<file path="src/design/gh_ram.sv">
// Generic single-write, single-read RAM with registered read data.
`default_nettype none
module gh_ram #(
  parameter int unsigned Width = 8,
  parameter int unsigned Depth = 16,
  parameter int unsigned Aw    = (Depth > 1) ? $clog2(Depth) : 1
) (
  input  wire logic             clk_i,
  input  wire logic             we_i,
  input  wire logic [Aw-1:0]    waddr_i,
  input  wire logic [Width-1:0] wdata_i,
  input  wire logic             re_i,
  input  wire logic [Aw-1:0]    raddr_i,
  output logic      [Width-1:0] rdata_o
);

  logic [Width-1:0] mem_q [Depth];
  logic [Width-1:0] rdata_q;

  // Write and read ports; read data holds until the next read
  always_ff @(posedge clk_i) begin
    if (we_i) begin
      mem_q[waddr_i] <= wdata_i;
    end
    if (re_i) begin
      rdata_q <= mem_q[raddr_i];
    end
  end

  assign rdata_o = rdata_q;

endmodule
`default_nettype wire

</file>
<file path="config.mk">
export PLATFORM = sky130hd
export DESIGN_NAME = gh_ram
export DESIGN_NICKNAME = d
export VERILOG_FILES = /design/src/design/gh_ram.sv
export SDC_FILE = /design/constraint.sdc
export NUM_CORES = 1
export LEC_CHECK = 0
export BUFFER_PORTS_ARGS = -buffer_cell sky130_fd_sc_hd__buf_2
export CAP_MARGIN = 0
export CORE_MARGIN = 2
export CORE_UTILIZATION = 60
export CTS_BUF_LIST = sky130_fd_sc_hd__clkbuf_8 sky130_fd_sc_hd__clkbuf_16
export CTS_CLUSTER_DIAMETER = 120
export DETAILED_ROUTE_END_ITERATION = 8
export PLACE_DENSITY = 0.78
export SLEW_MARGIN = 20
export SYNTH_ARGS = -nofsm -noshare
export SYNTH_HDL_FRONTEND = slang
export SYNTH_SLANG_ARGS = --single-unit
</file>
<file path="constraint.sdc">
create_clock -name clk_i -period 3.6 [get_ports clk_i]
set_input_delay 0.72 -clock clk_i [delete_from_list [all_inputs] [get_ports clk_i]]
set_output_delay 0.72 -clock clk_i [all_outputs]
set_load 0.01 [all_outputs]
</file>
# Word-level counts from Yosys, hierarchy flattened

Memories as Yosys holds them, arrays and structs flattened. A register that Yosys moved wholly into a read port is not among the register bits.
Cells that the tools add are included.

Memories kept: 1
RAM bits: 128
Output and inout port bits: 8
Flip-flop bits (word level): 0

Mux-type cells: 2

Memory list:

| memory | words | width | rd ports | clocked after Yosys merged registers in | wr ports | RTL line | source |
|---|---|---|---|---|---|---|---|
| mem_q  | 16    | 8     | 1        | 1                                       | 1        | 17       | `logic [Width-1:0] mem_q [Depth];` |

Operators with widths:

| kind    | number |
|---|---|
| $mux W1 | 2 |

# Depth between registers and ports, before layout

Depth in word-level cells: 2
Depth in mapped cells: 5

# Least setup slack after synthesis

No wires, ideal clock.

Kind: input-to-reg
Start: in waddr_i[2]
End: mem mem_q[0][0], enable pin
Path slack: 1.387 ns
Arrival time: 1.830 ns
Cell stages on the path: 2
Required time: 3.217 ns
Buffers on the path: 0
Cells stage by stage: or3b_2 nor3_1

RTL lines:

| what               | RTL line | source |
|---|---|---|
| start: declaration | 10       | `input wire logic [Aw-1:0] waddr_i,` |
| end: declaration   | 17       |  |

No word-level cell before the write port.

==> impl_results.md <==
* Number of diodes at 0
* Layout cells sized above 1 at between 20 and 30%
* Ys Warns at 0
* Post_cts resized at 0
* Worst VDD drop at approximately 0.38 mV
* Antenna violations before repair at 1
* Syn avg cell area at about 23 µm²
* Vias at approximately 2500
* Pins Over Slew Limit at 0
* Hold Path Depth at 1
* Final #Nets at 290
* Core Rows at 34
* Hold_buf cts at 0
* IO Count at 27
* Levels on crit path at 6
* Most used cell, CP: buf_4
* Crit-path leading delay family: buffers and inverters
* Routed length per instance at ~26 µm
* CP Launch Type: input pin
* CP Max Fanout at 11
* First-pass GRT wire length at ~15000 µm
* GR Util All Layers at around a quarter
* Worst slew pin tran at approximately 1.2 ns
* CP endpoint: rdata_o[2]
* TritonCTS Buffers at 17
* Worst flop-to-flop path endpoint: rdata_o[4]
* Clock slew seen by the registers of the worst setup and hold paths at approximately 0.06 ns
* Most frequent cells in the layout: edfxtp_1, buf_2, mux4_2, a22oi_1, clkbuf_16
* Crit. End Element: flop
* Max transition margin at ~23%
* Leakage power at 2.02 nW
* Top post-synthesis cells by area: edfxtp_1, mux4_2, mux4_1
* Area leader, netlist: edfxtp_1
* Yosys cell types at 18
* PortBufs at 26
* Critical Path RT at 3.87 ns
* Met2 GRT Util at 34.1%
* Synth-to-layout area growth at 15.7%
* Met3 Use GR at about 6.9%
* Share of Yosys cell area claimed by the top area cell type at 78.1%
* CTS tree: built
* Slowest cell on the critical path: mux4_1
* Crit path kind: input pin to flop
* Post-Syn Instances at approximately 230
* Mapped cell area at between 5000 and 6000 µm²
* WL final at just over 10000 µm
* Hpwl dp at between 6000 and 7000 µm
* Die area at 9480 µm²
* Post-synth EDFFs at 136
* Die H at around 97 µm
* Placed instance area at between 5000 and 6000 µm²
* Final setup TNS at 0 ns
* Filler cells at between 500 and 600
* Vias in the first global route at 2543
* Period utilisation layout at 56.5%
* CORE AREA at 8590 µm²
* Reg2reg start: mem_q[9][4]
* Post-synthesis sequential area ratio at 78.1%
* Root Buffer: clkbuf_8
* Outcome: completed
* Worst-path cell chain: buf_2, buf_4, buf_4, mux4_1, a22oi_1, nand2_1
* Maxcap violations at 0
* Post-CTS Setup Repair Bufs at 0
* Largest net degree at the start of global routing at 33
* DRT Pass-1 Iters at 5
* R2R depth at 3
* Leading cell type in the layout, fill and taps excluded: edfxtp_1
* H-tree depth at 4
* Min-Delay Path Class: input pin to flop
* Post-synth ARST share at 0%
* Crit path from: raddr_i[0]
* Worst R2R Setup Slack at a little over 2 ns
* CTS sink cnt at approximately 140
* Placer Congestion at roughly 0.7
* Mapped Nets at 248
* Final Hold Viols at 0
* Die Width at roughly 100 µm
* Initial Util at 60.8%
* Clk buf depth at 2
* Buffers & Inverters on Critical Path at 3
* Most used DFF post-synth: edfxtp_1
* Final ANT Viol Nets at 0
* Later-pin clock latency in the skew report at around 0.52 ns
* Power per cell area at around 600 nW/µm²
* Arrival time of the worst setup path at 2.30 ns
* Gr busiest metal: met2
* #FFs+latches synth at around 140
* CP max stage delay at 0.55 ns
* Final worst path period need at a little over 2 ns
* First DRT Iteration DRCs at 280
* Final Setup Violations at 0
* RSZ-0062 raised after global routing: false
* Design area at about 6000 µm²
* Congestion Overflow GR at 0
* Met1 GRT Util at about a third
* Vias per cell at 6.44
* Remaining DRCs at 0
* Final clock skew at approximately 0.0056 ns
* Maximum clock rate at around 0.5 GHz
-- report_power, final --
| part | internal, mW | switching [mW] | total (mW) |
|---|---|---|---|
| Clock | 1.06 | 0.650 | 1.71 |
| Sequential | 1.78 | 0.00937 | 1.79 |
| Combinational | 0.0644 | 0.0947 | 0.159 |
| Total | 2.90 | 0.754 | 3.66 |
-- cells in the mapped netlist, types with 2 or more instances --
master and number:
edfxtp_1 136, mux4_2 18, a22oi_1 16, mux4_1 14
nor2_1 13, nand2_1 9, nor3_1 4, buf_2 3
buf_6 3, clkdlybuf4s25_2 3, nand2b_1 2, nand3b_1 2
-- worst min path at each step --
stage                 startpoint          to  slack, ns
floorplan            mem_q[7][0]  rdata_o[0]       0.70
global placement    mem_q[10][2]  rdata_o[2]       0.73
detailed placement  mem_q[12][7]  rdata_o[7]       0.75
CTS                         re_i  rdata_o[1]       0.53
global route                re_i  rdata_o[5]       0.52
finish                      re_i  rdata_o[1]       0.55
-- state kept, by name, indices dropped and copies added, names as in the netlist --
name and cells:
mem_q 128, rdata_o 8
-- layer usage --
metal / wire (µm) / up-vias
met1: 4280 / 1297
met5: 0 / -
met4: 265 / 0
met3: 772 / 21
li1: - / 1071
met2: 4920 / 135
-- worst reg2reg max path: cells and delay by family, from the launching register on --
family	cells	cell delay, ns
flops	1	0.44
compound gates	1	0.21
simple gates	1	0.09
mux	1	0.57
-- metrics by stage --
step           power, mW  setup slack [ns]  cells  utilization (%)  hold slack (ns)
2_1_floorplan       1.92              1.39    229                -            0.705
3_3_place_gp        1.98              1.02    360             63.5            0.735
3_5_place_dp        1.99              1.00    360             63.5            0.746
4_1_cts             3.67              1.55    392             70.4            0.535
5_1_grt             3.76              1.45    392             70.4            0.521
6_report            3.66              1.57    392             70.4            0.547
-- cell families (layout without fill, tap and decap cells) --
logic type	count (synthesis)	in the layout	share of synthesized area, %
AND/OR/NAND/NOR	35	35	3.14
AO/OA/AOI/OAI	16	16	2.30
flip-flops	136	136	78.1
multiplexers	32	32	14.8
buffers and inverters	10	65	1.65
-- layout make-up --
cell class	count	area, µm²	share of cell area, %
well taps	108	135	2.23
clock inverters	15	176	2.92
flip-flops and latches	136	4080	67.5
clock buffers	17	414	6.85
multi-input cells	83	1060	17.5
repair buffers	33	183	3.02
No activity file was read; power rests on OpenSTA's default activity.
